===== config.mk =====
export PLATFORM = sky130hd
export DESIGN_NAME = reserved_region_translator_flat
export DESIGN_NICKNAME = d
export VERILOG_FILES = /design/src/sv/rrt_pkg.sv /design/src/sv/rrt_if.sv /design/src/sv/rrt_datapath.sv /design/src/sv/rrt_ctrl.sv /design/src/sv/reserved_region_translator.sv /design/src/flat_wrapper.sv
export SDC_FILE = /design/constraint.sdc
export NUM_CORES = 2
export LEC_CHECK = 0
export ABC_AREA = 1
export BUFFER_PORTS_ARGS = -buffer_cell sky130_fd_sc_hd__buf_2
export CAP_MARGIN = 10
export CORE_ASPECT_RATIO = 2
export CORE_MARGIN = 3
export CORE_UTILIZATION = 25
export CTS_CLUSTER_SIZE = 20
export DETAILED_ROUTE_END_ITERATION = 10
export PLACE_DENSITY = 0.35
export SYNTH_ARGS = -nofsm -noshare
export SYNTH_HDL_FRONTEND = slang
export SYNTH_HIERARCHICAL = 1
export SYNTH_SLANG_ARGS = --single-unit

===== constraint.sdc =====
create_clock -name clock -period 25.7 [get_ports clock]
set_input_delay 3.855 -clock clock [delete_from_list [all_inputs] [get_ports clock]]
set_output_delay 3.855 -clock clock [all_outputs]
set_load 0.03 [all_outputs]

===== src/sv/rrt_pkg.sv =====
// ----------------------------------------------------------------------------
// rrt_pkg
// Shared widths, codes, flag constants and structs for the reserved region
// translator.
// ----------------------------------------------------------------------------
`default_nettype none

package rrt_pkg;

   localparam int REGION_SLOTS_DEF = 8;

   localparam int ADDR_W     = 64;
   localparam int PAGES_W    = 32;
   localparam int FLAGS_W    = 64;
   localparam int COUNT_W    = 4;
   localparam int SLOT_W     = 3;
   localparam int RTYPE_W    = 2;
   localparam int PAGE_OFS_W = 12;
   localparam int CSR_IDX_W  = 2;
   localparam int CSR_DATA_W = 64;

   // item kinds
   localparam logic KIND_WRITE = 1'b0;
   localparam logic KIND_XLATE = 1'b1;

   // region types
   localparam logic [RTYPE_W-1:0] RTYPE_IMAGE = 2'd0;
   localparam logic [RTYPE_W-1:0] RTYPE_STACK = 2'd1;
   localparam logic [RTYPE_W-1:0] RTYPE_OTHER = 2'd2;

   // register indexes
   localparam logic [CSR_IDX_W-1:0] CSR_REGION_COUNT  = 2'd0;
   localparam logic [CSR_IDX_W-1:0] CSR_ENTRY_ADDRESS = 2'd1;

   localparam logic [FLAGS_W-1:0] FLAG_PRESENT  = 64'h0000_0000_0000_0001;
   localparam logic [FLAGS_W-1:0] FLAG_WRITABLE = 64'h0000_0000_0000_0002;
   localparam logic [FLAGS_W-1:0] FLAG_USER     = 64'h0000_0000_0000_0004;
   localparam logic [FLAGS_W-1:0] FLAG_NX       = 64'h8000_0000_0000_0000;

   typedef struct packed {
      logic [ADDR_W-1:0]  base;
      logic [PAGES_W-1:0] pages;
      logic [ADDR_W-1:0]  backing;
      logic [RTYPE_W-1:0] rtype;
   } rrt_entry_type;

   // controller -> datapath
   typedef struct packed {
      logic capture;
      logic wr_en;
      logic scan_clear;
      logic scan_step;
      logic res_hit;
      logic res_clear;
      logic out_load;
   } rrt_cmd_type;

   // datapath -> controller
   typedef struct packed {
      logic kind_write;
      logic aligned;
      logic lim_zero;
      logic issue_done;
      logic match_found;
      logic busy;
   } rrt_sts_type;

   function automatic logic [FLAGS_W-1:0] page_flags_f(input logic [RTYPE_W-1:0] rtype,
                                                         input logic entry_page);
      logic [FLAGS_W-1:0] f;
      f = FLAG_PRESENT | FLAG_USER;
      case (rtype)
         RTYPE_IMAGE: begin
            if (!entry_page) begin
               f = f | FLAG_NX;
            end
         end
         RTYPE_STACK: f = f | FLAG_WRITABLE | FLAG_NX;
         default:     f = f | FLAG_NX;
      endcase
      return f;
   endfunction

endpackage

`default_nettype wire


===== src/sv/rrt_if.sv =====
// ----------------------------------------------------------------------------
// rrt_if
// Valid/ready channels of the reserved region translator: request, response
// and register write.
// ----------------------------------------------------------------------------
`default_nettype none

interface rrt_req_if
   import rrt_pkg::*;
   ();
   logic               valid;
   logic               ready;
   logic               kind;
   logic [SLOT_W-1:0]  region_slot;
   logic [ADDR_W-1:0]  region_base;
   logic [PAGES_W-1:0] region_pages;
   logic [ADDR_W-1:0]  region_backing;
   logic [RTYPE_W-1:0] region_type;
   logic [ADDR_W-1:0]  virtual_address;

   modport source (output valid, kind, region_slot, region_base, region_pages,
                   region_backing, region_type, virtual_address, input ready);
   modport sink   (input valid, kind, region_slot, region_base, region_pages,
                   region_backing, region_type, virtual_address, output ready);
endinterface

interface rrt_rsp_if
   import rrt_pkg::*;
   ();
   logic               valid;
   logic               ready;
   logic               hit;
   logic [ADDR_W-1:0]  physical_address;
   logic [FLAGS_W-1:0] page_flags;

   modport source (output valid, hit, physical_address, page_flags, input ready);
   modport sink   (input valid, hit, physical_address, page_flags, output ready);
endinterface

interface rrt_csr_if
   import rrt_pkg::*;
   ();
   logic                  valid;
   logic                  ready;
   logic [CSR_IDX_W-1:0]  index;
   logic [CSR_DATA_W-1:0] data;

   modport source (output valid, index, data, input ready);
   modport sink   (input valid, index, data, output ready);
endinterface

`default_nettype wire


===== src/sv/rrt_datapath.sv =====
// ----------------------------------------------------------------------------
// rrt_datapath
// Region table memory, request and config registers, scan pipeline
// (read, match, result) and the response register.
// ----------------------------------------------------------------------------
`default_nettype none

module rrt_datapath
   import rrt_pkg::*;
#(
   parameter int REGION_SLOTS = REGION_SLOTS_DEF
) (
   input  wire logic                  clock,
   input  wire logic                  reset,
   input  wire rrt_cmd_type           cmd,
   output rrt_sts_type                sts,
   input  wire logic                  req_kind,
   input  wire logic [SLOT_W-1:0]     req_region_slot,
   input  wire logic [ADDR_W-1:0]     req_region_base,
   input  wire logic [PAGES_W-1:0]    req_region_pages,
   input  wire logic [ADDR_W-1:0]     req_region_backing,
   input  wire logic [RTYPE_W-1:0]    req_region_type,
   input  wire logic [ADDR_W-1:0]     req_virtual_address,
   input  wire logic                  csr_wr,
   input  wire logic [CSR_IDX_W-1:0]  csr_index,
   input  wire logic [CSR_DATA_W-1:0] csr_data,
   output logic                       out_hit,
   output logic [ADDR_W-1:0]          out_physical_address,
   output logic [FLAGS_W-1:0]         out_page_flags
);

   localparam int IDX_W  = (REGION_SLOTS > 1) ? $clog2(REGION_SLOTS) : 1;
   localparam int CNT_W  = $clog2(REGION_SLOTS + 1);
   localparam int LIM_W  = (CNT_W > COUNT_W) ? CNT_W : COUNT_W;
   localparam int SLW    = ((IDX_W > SLOT_W) ? IDX_W : SLOT_W) + 1;

   // config registers
   logic [COUNT_W-1:0] count_ff, count_in;
   logic [ADDR_W-1:0]  entry_ff, entry_in;

   // captured request
   logic               kind_ff;
   logic [SLOT_W-1:0]  slot_ff;
   rrt_entry_type      wentry_ff;
   logic [ADDR_W-1:0]  va_ff;

   // table
   rrt_entry_type           mem [REGION_SLOTS];
   logic [REGION_SLOTS-1:0] valid_ff, valid_in;
   logic [SLW-1:0]          slot_ext;
   logic [IDX_W-1:0]        wr_addr;
   logic                    slot_ok;

   // scan
   logic [LIM_W-1:0] issue_ff, issue_in;
   logic [LIM_W-1:0] lim;
   logic             issue_done;
   logic             rd_en;
   logic [IDX_W-1:0] rd_addr;

   // read stage
   logic          s1_vld_ff, s1_vld_in;
   logic          s1_live_ff;
   rrt_entry_type s1_entry_ff;

   // match stage
   logic [ADDR_W:0]   diff;
   logic [ADDR_W:0]   end_sum;
   logic              in_range;
   logic              match;
   logic              s2_vld_ff, s2_vld_in;
   logic              s2_match_ff;
   logic [ADDR_W-1:0] s2_diff_ff;
   logic [ADDR_W-1:0] s2_backing_ff;
   logic [RTYPE_W-1:0] s2_type_ff;

   // result and response
   logic               entry_page;
   logic               res_hit_ff;
   logic [ADDR_W-1:0]  res_phys_ff;
   logic [FLAGS_W-1:0] res_flags_ff;

   // ---------------- config ----------------
   always_comb begin
      count_in = count_ff;
      entry_in = entry_ff;
      if (csr_wr) begin
         unique case (csr_index)
            CSR_REGION_COUNT:  count_in = csr_data[COUNT_W-1:0];
            CSR_ENTRY_ADDRESS: entry_in = csr_data;
            default: ;
         endcase
      end
   end

   always_ff @(posedge clock) begin
      if (reset) begin
         count_ff <= '0;
         entry_ff <= '0;
      end else begin
         count_ff <= count_in;
         entry_ff <= entry_in;
      end
   end

   // ---------------- request capture ----------------
   always_ff @(posedge clock) begin
      if (cmd.capture) begin
         kind_ff           <= req_kind;
         slot_ff           <= req_region_slot;
         wentry_ff.base    <= req_region_base;
         wentry_ff.pages   <= req_region_pages;
         wentry_ff.backing <= req_region_backing;
         wentry_ff.rtype   <= req_region_type;
         va_ff             <= req_virtual_address;
      end
   end

   // ---------------- table ----------------
   assign slot_ext = SLW'(slot_ff);
   assign wr_addr  = slot_ext[IDX_W-1:0];
   assign slot_ok  = slot_ext < SLW'(REGION_SLOTS);

   always_ff @(posedge clock) begin
      if (cmd.wr_en && slot_ok) begin
         mem[wr_addr] <= wentry_ff;
      end
   end

   always_comb begin
      valid_in = valid_ff;
      if (cmd.wr_en && slot_ok) begin
         valid_in[wr_addr] = 1'b1;
      end
   end

   always_ff @(posedge clock) begin
      if (reset) begin
         valid_ff <= '0;
      end else begin
         valid_ff <= valid_in;
      end
   end

   // ---------------- scan counter ----------------
   assign lim        = (LIM_W'(count_ff) > LIM_W'(REGION_SLOTS)) ? LIM_W'(REGION_SLOTS)
                                                                 : LIM_W'(count_ff);
   assign issue_done = issue_ff >= lim;
   assign rd_en      = cmd.scan_step && !issue_done;
   assign rd_addr    = issue_ff[IDX_W-1:0];

   always_comb begin
      issue_in = issue_ff;
      if (cmd.scan_clear) begin
         issue_in = '0;
      end else if (rd_en) begin
         issue_in = issue_ff + LIM_W'(1);
      end
   end

   always_ff @(posedge clock) begin
      if (reset) begin
         issue_ff <= '0;
      end else begin
         issue_ff <= issue_in;
      end
   end

   // ---------------- read stage ----------------
   always_ff @(posedge clock) begin
      if (rd_en) begin
         s1_entry_ff <= mem[rd_addr];
         s1_live_ff  <= valid_ff[rd_addr];
      end
   end

   assign s1_vld_in = rd_en;

   // ---------------- match stage ----------------
   // va below base shows as a borrow; wrapped end shows as a carry
   assign diff     = {1'b0, va_ff} - {1'b0, s1_entry_ff.base};
   assign end_sum  = {1'b0, s1_entry_ff.base}
                   + {21'b0, s1_entry_ff.pages, {PAGE_OFS_W{1'b0}}};
   // offset in whole pages below page count; zero pages never matches
   assign in_range = diff[ADDR_W-1:PAGE_OFS_W] < {20'b0, s1_entry_ff.pages};
   assign match    = s1_live_ff && !diff[ADDR_W] && !end_sum[ADDR_W] && in_range
                     && (s1_entry_ff.backing != '0);

   assign s2_vld_in = s1_vld_ff && !cmd.scan_clear;

   always_ff @(posedge clock) begin
      if (reset) begin
         s1_vld_ff <= 1'b0;
         s2_vld_ff <= 1'b0;
      end else begin
         s1_vld_ff <= s1_vld_in;
         s2_vld_ff <= s2_vld_in;
      end
   end

   always_ff @(posedge clock) begin
      s2_match_ff   <= match;
      s2_diff_ff    <= diff[ADDR_W-1:0];
      s2_backing_ff <= s1_entry_ff.backing;
      s2_type_ff    <= s1_entry_ff.rtype;
   end

   // ---------------- result stage ----------------
   assign entry_page = (entry_ff != '0)
                       && (va_ff == {entry_ff[ADDR_W-1:PAGE_OFS_W], {PAGE_OFS_W{1'b0}}});

   always_ff @(posedge clock) begin
      if (cmd.res_hit) begin
         res_hit_ff   <= 1'b1;
         res_phys_ff  <= s2_backing_ff + s2_diff_ff;
         res_flags_ff <= page_flags_f(s2_type_ff, entry_page);
      end else if (cmd.res_clear) begin
         res_hit_ff   <= 1'b0;
         res_phys_ff  <= '0;
         res_flags_ff <= '0;
      end
   end

   always_ff @(posedge clock) begin
      if (cmd.out_load) begin
         out_hit              <= res_hit_ff;
         out_physical_address <= res_phys_ff;
         out_page_flags       <= res_flags_ff;
      end
   end

   // ---------------- status ----------------
   always_comb begin
      sts.kind_write  = (kind_ff == KIND_WRITE);
      sts.aligned     = (va_ff[PAGE_OFS_W-1:0] == '0);
      sts.lim_zero    = (lim == '0);
      sts.issue_done  = issue_done;
      sts.match_found = s2_vld_ff && s2_match_ff;
      sts.busy        = s1_vld_ff || s2_vld_ff;
   end

endmodule

`default_nettype wire


===== src/sv/rrt_ctrl.sv =====
// ----------------------------------------------------------------------------
// rrt_ctrl
// Sequencer: takes a request, decodes it, writes a slot or runs the slot scan, and
// hands the result to the response register.
// ----------------------------------------------------------------------------
`default_nettype none

module rrt_ctrl
   import rrt_pkg::*;
(
   input  wire logic        clock,
   input  wire logic        reset,
   input  wire logic        req_valid,
   output logic             req_ready,
   output logic             rsp_valid,
   input  wire logic        rsp_ready,
   output rrt_cmd_type      cmd,
   input  wire rrt_sts_type sts
);

   localparam logic [1:0] ST_IDLE   = 2'd0;
   localparam logic [1:0] ST_DECODE = 2'd1;
   localparam logic [1:0] ST_SCAN   = 2'd2;
   localparam logic [1:0] ST_FINISH = 2'd3;

   logic [1:0] state_ff, state_in;
   logic       out_valid_ff, out_valid_in;

   always_comb begin
      state_in = state_ff;
      cmd      = '0;
      unique case (state_ff)
         ST_IDLE: begin
            if (req_valid) begin
               cmd.capture = 1'b1;
               state_in    = ST_DECODE;
            end
         end
         ST_DECODE: begin
            if (sts.kind_write) begin
               cmd.wr_en     = 1'b1;
               cmd.res_clear = 1'b1;
               state_in      = ST_FINISH;
            end else if (!sts.aligned || sts.lim_zero) begin
               cmd.res_clear = 1'b1;
               state_in      = ST_FINISH;
            end else begin
               cmd.scan_clear = 1'b1;
               state_in       = ST_SCAN;
            end
         end
         ST_SCAN: begin
            cmd.scan_step = !sts.issue_done;
            // first match in slot order wins; later reads in flight drop out
            if (sts.match_found) begin
               cmd.res_hit = 1'b1;
               state_in    = ST_FINISH;
            end else if (sts.issue_done && !sts.busy) begin
               cmd.res_clear = 1'b1;
               state_in      = ST_FINISH;
            end
         end
         ST_FINISH: begin
            // hold until the response register frees up
            if (!out_valid_ff || rsp_ready) begin
               cmd.out_load = 1'b1;
               state_in     = ST_IDLE;
            end
         end
         default: state_in = ST_IDLE;
      endcase
   end

   always_comb begin
      out_valid_in = out_valid_ff;
      if (cmd.out_load) begin
         out_valid_in = 1'b1;
      end else if (rsp_ready) begin
         out_valid_in = 1'b0;
      end
   end

   always_ff @(posedge clock) begin
      if (reset) begin
         state_ff     <= ST_IDLE;
         out_valid_ff <= 1'b0;
      end else begin
         state_ff     <= state_in;
         out_valid_ff <= out_valid_in;
      end
   end

   assign req_ready = (state_ff == ST_IDLE);
   assign rsp_valid = out_valid_ff;

endmodule

`default_nettype wire


===== src/sv/reserved_region_translator.sv =====
// Throughput: one item at a time; the next beat is taken as soon as the scan
// sequencer is back in idle, even while the previous response waits.
// Reset (synchronous) empties the table and clears both config registers.
// ----------------------------------------------------------------------------
// reserved_region_translator
// Region table with priority lookup of page-aligned virtual addresses,
// returning the backing physical address and x86-64 style page flags.
// ----------------------------------------------------------------------------
`default_nettype none

module reserved_region_translator
   import rrt_pkg::*;
#(
   parameter int REGION_SLOTS = REGION_SLOTS_DEF
) (
   input  wire logic clock,
   input  wire logic reset,
   rrt_req_if.sink   req_ch,
   rrt_rsp_if.source rsp_ch,
   rrt_csr_if.sink   csr_ch
);

   rrt_cmd_type cmd;
   rrt_sts_type sts;

   assign csr_ch.ready = 1'b1;

   rrt_ctrl u_ctrl (
      .clock     (clock),
      .reset     (reset),
      .req_valid (req_ch.valid),
      .req_ready (req_ch.ready),
      .rsp_valid (rsp_ch.valid),
      .rsp_ready (rsp_ch.ready),
      .cmd       (cmd),
      .sts       (sts)
   );

   rrt_datapath #(
      .REGION_SLOTS (REGION_SLOTS)
   ) u_datapath (
      .clock                (clock),
      .reset                (reset),
      .cmd                  (cmd),
      .sts                  (sts),
      .req_kind             (req_ch.kind),
      .req_region_slot      (req_ch.region_slot),
      .req_region_base      (req_ch.region_base),
      .req_region_pages     (req_ch.region_pages),
      .req_region_backing   (req_ch.region_backing),
      .req_region_type      (req_ch.region_type),
      .req_virtual_address  (req_ch.virtual_address),
      .csr_wr               (csr_ch.valid && csr_ch.ready),
      .csr_index            (csr_ch.index),
      .csr_data             (csr_ch.data),
      .out_hit              (rsp_ch.hit),
      .out_physical_address (rsp_ch.physical_address),
      .out_page_flags       (rsp_ch.page_flags)
   );

endmodule

`default_nettype wire


===== src/flat_wrapper.sv =====
// flat-port wrapper written by rule: the top's interface ports become plain ports
module reserved_region_translator_flat import rrt_pkg::*;
#(
   parameter int REGION_SLOTS = REGION_SLOTS_DEF
)
  (clock, reset, req_ch_valid, req_ch_kind, req_ch_region_slot, req_ch_region_base, req_ch_region_pages, req_ch_region_backing, req_ch_region_type, req_ch_virtual_address, req_ch_ready, rsp_ch_valid, rsp_ch_hit, rsp_ch_physical_address, rsp_ch_page_flags, rsp_ch_ready, csr_ch_valid, csr_ch_index, csr_ch_data, csr_ch_ready);
  rrt_req_if req_ch_i ();
  rrt_rsp_if rsp_ch_i ();
  rrt_csr_if csr_ch_i ();
  input  wire logic clock;
  input  wire logic reset;
  input wire logic [$bits(req_ch_i.valid)-1:0] req_ch_valid;
  input wire logic [$bits(req_ch_i.kind)-1:0] req_ch_kind;
  input wire logic [$bits(req_ch_i.region_slot)-1:0] req_ch_region_slot;
  input wire logic [$bits(req_ch_i.region_base)-1:0] req_ch_region_base;
  input wire logic [$bits(req_ch_i.region_pages)-1:0] req_ch_region_pages;
  input wire logic [$bits(req_ch_i.region_backing)-1:0] req_ch_region_backing;
  input wire logic [$bits(req_ch_i.region_type)-1:0] req_ch_region_type;
  input wire logic [$bits(req_ch_i.virtual_address)-1:0] req_ch_virtual_address;
  output wire logic [$bits(req_ch_i.ready)-1:0] req_ch_ready;
  output wire logic [$bits(rsp_ch_i.valid)-1:0] rsp_ch_valid;
  output wire logic [$bits(rsp_ch_i.hit)-1:0] rsp_ch_hit;
  output wire logic [$bits(rsp_ch_i.physical_address)-1:0] rsp_ch_physical_address;
  output wire logic [$bits(rsp_ch_i.page_flags)-1:0] rsp_ch_page_flags;
  input wire logic [$bits(rsp_ch_i.ready)-1:0] rsp_ch_ready;
  input wire logic [$bits(csr_ch_i.valid)-1:0] csr_ch_valid;
  input wire logic [$bits(csr_ch_i.index)-1:0] csr_ch_index;
  input wire logic [$bits(csr_ch_i.data)-1:0] csr_ch_data;
  output wire logic [$bits(csr_ch_i.ready)-1:0] csr_ch_ready;
  assign req_ch_i.valid = req_ch_valid;
  assign req_ch_i.kind = req_ch_kind;
  assign req_ch_i.region_slot = req_ch_region_slot;
  assign req_ch_i.region_base = req_ch_region_base;
  assign req_ch_i.region_pages = req_ch_region_pages;
  assign req_ch_i.region_backing = req_ch_region_backing;
  assign req_ch_i.region_type = req_ch_region_type;
  assign req_ch_i.virtual_address = req_ch_virtual_address;
  assign req_ch_ready = req_ch_i.ready;
  assign rsp_ch_valid = rsp_ch_i.valid;
  assign rsp_ch_hit = rsp_ch_i.hit;
  assign rsp_ch_physical_address = rsp_ch_i.physical_address;
  assign rsp_ch_page_flags = rsp_ch_i.page_flags;
  assign rsp_ch_i.ready = rsp_ch_ready;
  assign csr_ch_i.valid = csr_ch_valid;
  assign csr_ch_i.index = csr_ch_index;
  assign csr_ch_i.data = csr_ch_data;
  assign csr_ch_ready = csr_ch_i.ready;
  reserved_region_translator #(.REGION_SLOTS(REGION_SLOTS)) u_core (.clock(clock), .reset(reset), .req_ch(req_ch_i), .rsp_ch(rsp_ch_i), .csr_ch(csr_ch_i));
endmodule

Word-level counts from Yosys, hierarchy flattened --
Memories as Yosys holds them, arrays and structs flattened. A register that Yosys moved wholly into a read port is not among the register bits. Cells that the tools add are included.
Storage, ports and cells: flip-flop bits (word level) 705, memory bits (writable) 1296, input port bits 301, output and inout bits 132, logic and storage cells 118, memories kept 1
Cells by class: add/subtract/negate cells 4, order comparisons 7, eq/ne operators 9, mux-type cells 36, bitwise gates (word level) 1, reductions and logical operators 34
Memories:
- u_core.u_datapath.mem | words 8, bits a word 162, read ports 1, clocked after memory_dff 1, write ports 1, RTL line rrt_datapath.sv:48 | rrt_entry_type mem [REGION_SLOTS];
Operator list (number):
- 2-to-1 mux 64 bit | 4
- one-hot mux 64 bit (2 select lines) | 1
- nonzero test 64 bit | 2
- adder 64 x 44 -> 65 bit | 1
- subtractor 64 x 64 -> 65 bit | 1
- adder 64 bit | 1
- == test 64 bit | 1
- < comparator 52 x 32 -> 1 bit | 1
- 2-to-1 mux 1 bit | 19
- 2-to-1 mux 2 bit | 7
- zero test 12 bit | 1
- < comparator 3 x 4 -> 1 bit (second input constant) | 3
- logical AND 1 bit | 11
- OR 8 bit | 1
- one-hot mux 2 bit (4 select lines) | 1
- zero test 1 bit | 7
- == test 2 x 1 -> 1 bit (second input constant) | 3
- zero test 2 bit | 3
- adder 4 x 1 -> 4 bit (second input constant) | 1
- == test 2 bit (second input constant) | 2
- >= comparator 4 bit | 1
- > comparator 4 bit (second input constant) | 1
- zero test 4 bit | 1
- 2-to-1 mux 4 bit | 1
- 11 further kinds | 16

Longest topological paths before layout --
depth in word-level cells 10, depth in mapped cells 25, mapped depth without buffers 25

By module --
The synthesis kept the hierarchy.
By module, submodules not included:
- rrt_datapath | times used 1, cells each 7252, area each 84365.9 sq um, sequential area each 59056.6 sq um
- rrt_ctrl | times used 1, cells each 49, area each 302.8 sq um, sequential area each 60.1 sq um
- reserved_region_translator | times used 1, cells each 2, area each 11.3 sq um, sequential area each 0.0 sq um

Worst setup path before layout --
Ideal clock, no wire load.
path type in2reg, start input port req_ch_valid, end register u_core.u_datapath.kind_ff (enable), setup time 0.581 ns, arrival 8.358 ns, data required time 25.119 ns, setup slack 16.761 ns, stages on the path 2, buffers on the path 0, cell sequence nand2_1 -> inv_1
RTL lines:
- start, declared | RTL line flat_wrapper.sv:12 | input wire logic [$bits(req_ch_i.valid)-1:0] req_ch_valid;
- end signal, assigned | RTL line rrt_datapath.sv:109 | kind_ff <= req_kind;
- end, declared | RTL line rrt_datapath.sv:42 | logic kind_ff;

==> metrics.yaml <==
status:
  status: "finished clean"
clock_tree:
  cts_tree: "built"
  htreeDepth: 4
  numCtsBuffers: 203
  cts_root_buffer: "clkbuf_16"
  hold_buffers: 0
  clkSinkCount: 2041
  cts_resized: 0
  clk_pin_slew_ns: 0.06
  clk_latency_ns: 0.88
  post_cts_buffers: 0
  clock_path_buffers: 4
routing:
  wl_um: 305000
  drt_iter0_drc: 3396
  vias_per_cell: 4.53
  avgRoutedWirePerCell_um: 24.9
  drc: 0
  antenna_left: 0
  dr.pass1.iters: 5
  vias: 55500
sta:
  grt_setup_unrepaired: "false"
  layout_setup_ws_ns: 19.96
  layout_min_cycle_time_ns: 5.74
  drv_slew: 0
  relSlewSlack: 0.149
  tightestPinTransition_ns: 1.26
  max_freq_ghz: 0.174
  tns_ns: 0
  finalSetupViolCount: 0
  hold_violations: 0
  post-route-period-util: 0.223
  fin_skew_ns: 0.0518
setup_path:
  arrival_ns: 6.20
  cp_data_required_time_ns: 26.16
  path_class: "input pin to register"
  cp_top_family: "buffers and inverters"
  crit_chain: "buf_2 > nand2_1 > inv_8 > buf_4 > buf_4"
  crit_fanout: 76
  crit_path_max_incr_delay_ns: 0.75
  start_kind: "input pin"
  critPathSlowestCell: "buf_4"
  end_kind: "register"
  critPathBufInv: 4
  path_common_cell: "buf_4"
pwr:
  peakVddDrop_mv: 0.0518
  power.density_nw_per_um2: 88.1
  p_leak_nw: 35.2
grt:
  grt_pass1_wl_um: 429000
  top_usage_layer: "met2"
  grt_util_met2: 0.309
  grtUsageTotal: 0.172
  antenna_found_initial: 29
  use_met3: 0.0176
  grt_pass1_vias: 56500
  grt_use_met1: 0.206
  overflow: 0
  grt_max_degree: 166
synthesis:
  yosysSeqAreaShare: 0.698
  yosysUniqueCellTypes: 61
  synth-edff-count: 1824
  synth_cells: 7303
  synth_top_area_share: 0.647
  syn_avg_cell_area_um2: 11.6
  ys_top_cells_by_count: "edfxtp_1, nor2_1, o21ai_0"
  netlist_area_um2: 84700
  ys_ff_latch: 2041
  synth_most_common_cell: "edfxtp_1"
  ys.flop_type: "edfxtp_1"
  ys_top_cells_by_area: "edfxtp_1, nor2_1, dfxtp_1, o21ai_0, nand2_1"
  yosysWarnings: 6
  async_reset_ff_frac: 0
  yosysTopAreaCell: "edfxtp_1"
floorplan:
  io_pins: 433
  core_area_um2: 337000
  die_h_um: 829
  die_w_um: 418
  start_util: 0.252
  die_area_um2: 346000
  rows: 301
placed_design:
  gp_congestion: 0.932
  dp_hpwl_um: 210000
  io_buffers: 371
  dp_slack_ns: 18.87
layout:
  seq_area_um2: 59100
  fillers: 34800
  syn_to_final_growth_pct: 15.7
  final_net_count: 8179
  multi_input_area_um2: 22100
  drive_above_1_share: 0.109
job:
  max-cap-violations: 0
min_path:
  hold_class: "register to register"
-- metal layers --
metal  vias to the layer above  wire, um
li1                      26300         -
met3                       410      9370
met4                        10     14700
met2                      1193    156000
met5                         -        63
met1                     27600    125000
-- worst register-to-register path: cells and delay by family, from the launching register on --
kind,cells,cell delay [ns]
adders and majority gates,1,0.20
buffers and inverters,6,3.40
DFF,1,0.34
and+or+nand+nor,3,0.85
-- cell usage in the layout (no fill, tap or decap), types with 14 or more instances in the layout --
cell type / count
edfxtp_1: 1824
nor2_1: 1466
o21ai_0: 847
nand2_1: 695
inv_1: 578
buf_2: 371
a21oi_1: 282
dfxtp_1: 215
clkbuf_16: 207
ha_1: 198
a31oi_1: 189
o22ai_1: 173
nand3_1: 80
buf_4: 75
conb_1: 61
xor2_1: 47
clkinv_2: 41
clkinv_1: 39
clkbuf_1: 39
nand4_1: 36
nand2_2: 36
nor4_1: 35
diode_2: 30
nor3_1: 28
o21bai_1: 25
o21a_1: 21
nor2_2: 19
nor2_4: 16
bufinv_16: 14
-- metrics by stage --
| step | hold slack (ns) | power [mW] | std cells | utilization | cell area, um^2 |
|---|---|---|---|---|---|
| floorplan | 0.323 | 5.08 | 7362 | - | 84900 |
| global placement | 0.331 | 5.79 | 11900 | 0.272 | 91600 |
| detailed placement | 0.341 | 5.79 | 11900 | 0.272 | 91600 |
| CTS | 0.357 | 8.79 | 12200 | 0.291 | 97900 |
| global route | 0.366 | 9.02 | 12200 | 0.291 | 97900 |
| finish | 0.349 | 8.63 | 12300 | 0.291 | 98000 |
-- power by group --
group | internal [mW] | leakage (nW) | switching (mW)
clock | 1.63 | 3.12 | 1.32
combinational | 0.336 | 13.7 | 1.02
sequential | 4.07 | 18.4 | 0.259
-- worst paths after layout --
| kind | end | depth (start not counted) | slack (ns) | start |
|---|---|---|---|---|
| min reg2reg | u_core/u_datapath/s2_type_ff[0]$_DFF_P_ | 0 | 0.35 | u_core/u_datapath/s1_entry_ff[0]$_DFFE_PP_ |
| max reg2reg | u_core/u_datapath/mem[5][68]$_DFFE_PP_ | 10 | 20.52 | u_core/u_ctrl/state_ff[1]$_SDFFE_PP0P_ |
| max | u_core/u_datapath/wentry_ff[29]$_DFFE_PP_ | 5 | 19.96 | req_ch_valid |
| min | u_core/u_datapath/s2_type_ff[0]$_DFF_P_ | 0 | 0.35 | u_core/u_datapath/s1_entry_ff[0]$_DFFE_PP_ |
-- state kept, by name, indices dropped and copies added (netlist names), 64 cells and up --
signal	count
u_core/u_datapath/res_phys_ff	64
u_core/u_datapath/entry_ff	64
u_core/u_datapath/wentry_ff	162
u_core/u_datapath/s1_entry_ff	162
u_core/u_datapath/out_physical_address	64
u_core/u_datapath/va_ff	64
u_core/u_datapath/s2_diff_ff	64
u_core/u_datapath/s2_backing_ff	64
u_core/u_datapath/mem	1296
-- cell type report --
| type | instances | area share |
|---|---|---|
| clock buffer | 250 | 0.0549 |
| tap | 4393 | 0.0561 |
| antenna | 30 | 0.000766 |
| sequential | 2041 | 0.604 |
| inverter | 593 | 0.0231 |
| timing repair buffer | 455 | 0.0265 |
| multi-input combinational | 4384 | 0.225 |
| clock inverter | 115 | 0.00967 |
-- logic make-up (layout without fill, tap and decap cells) --
logic type,count (synthesis),after routing,share of synthesized area
fa+ha+maj,200,200,0.0297
other cells,2,91,0.0000887
compound gates,1607,1607,0.104
simple gates,2457,2457,0.117
flops,2041,2041,0.698
xor+xnor,59,59,0.00610
buf+inv,937,1413,0.0447
Power figures use the tool's default switching activity.
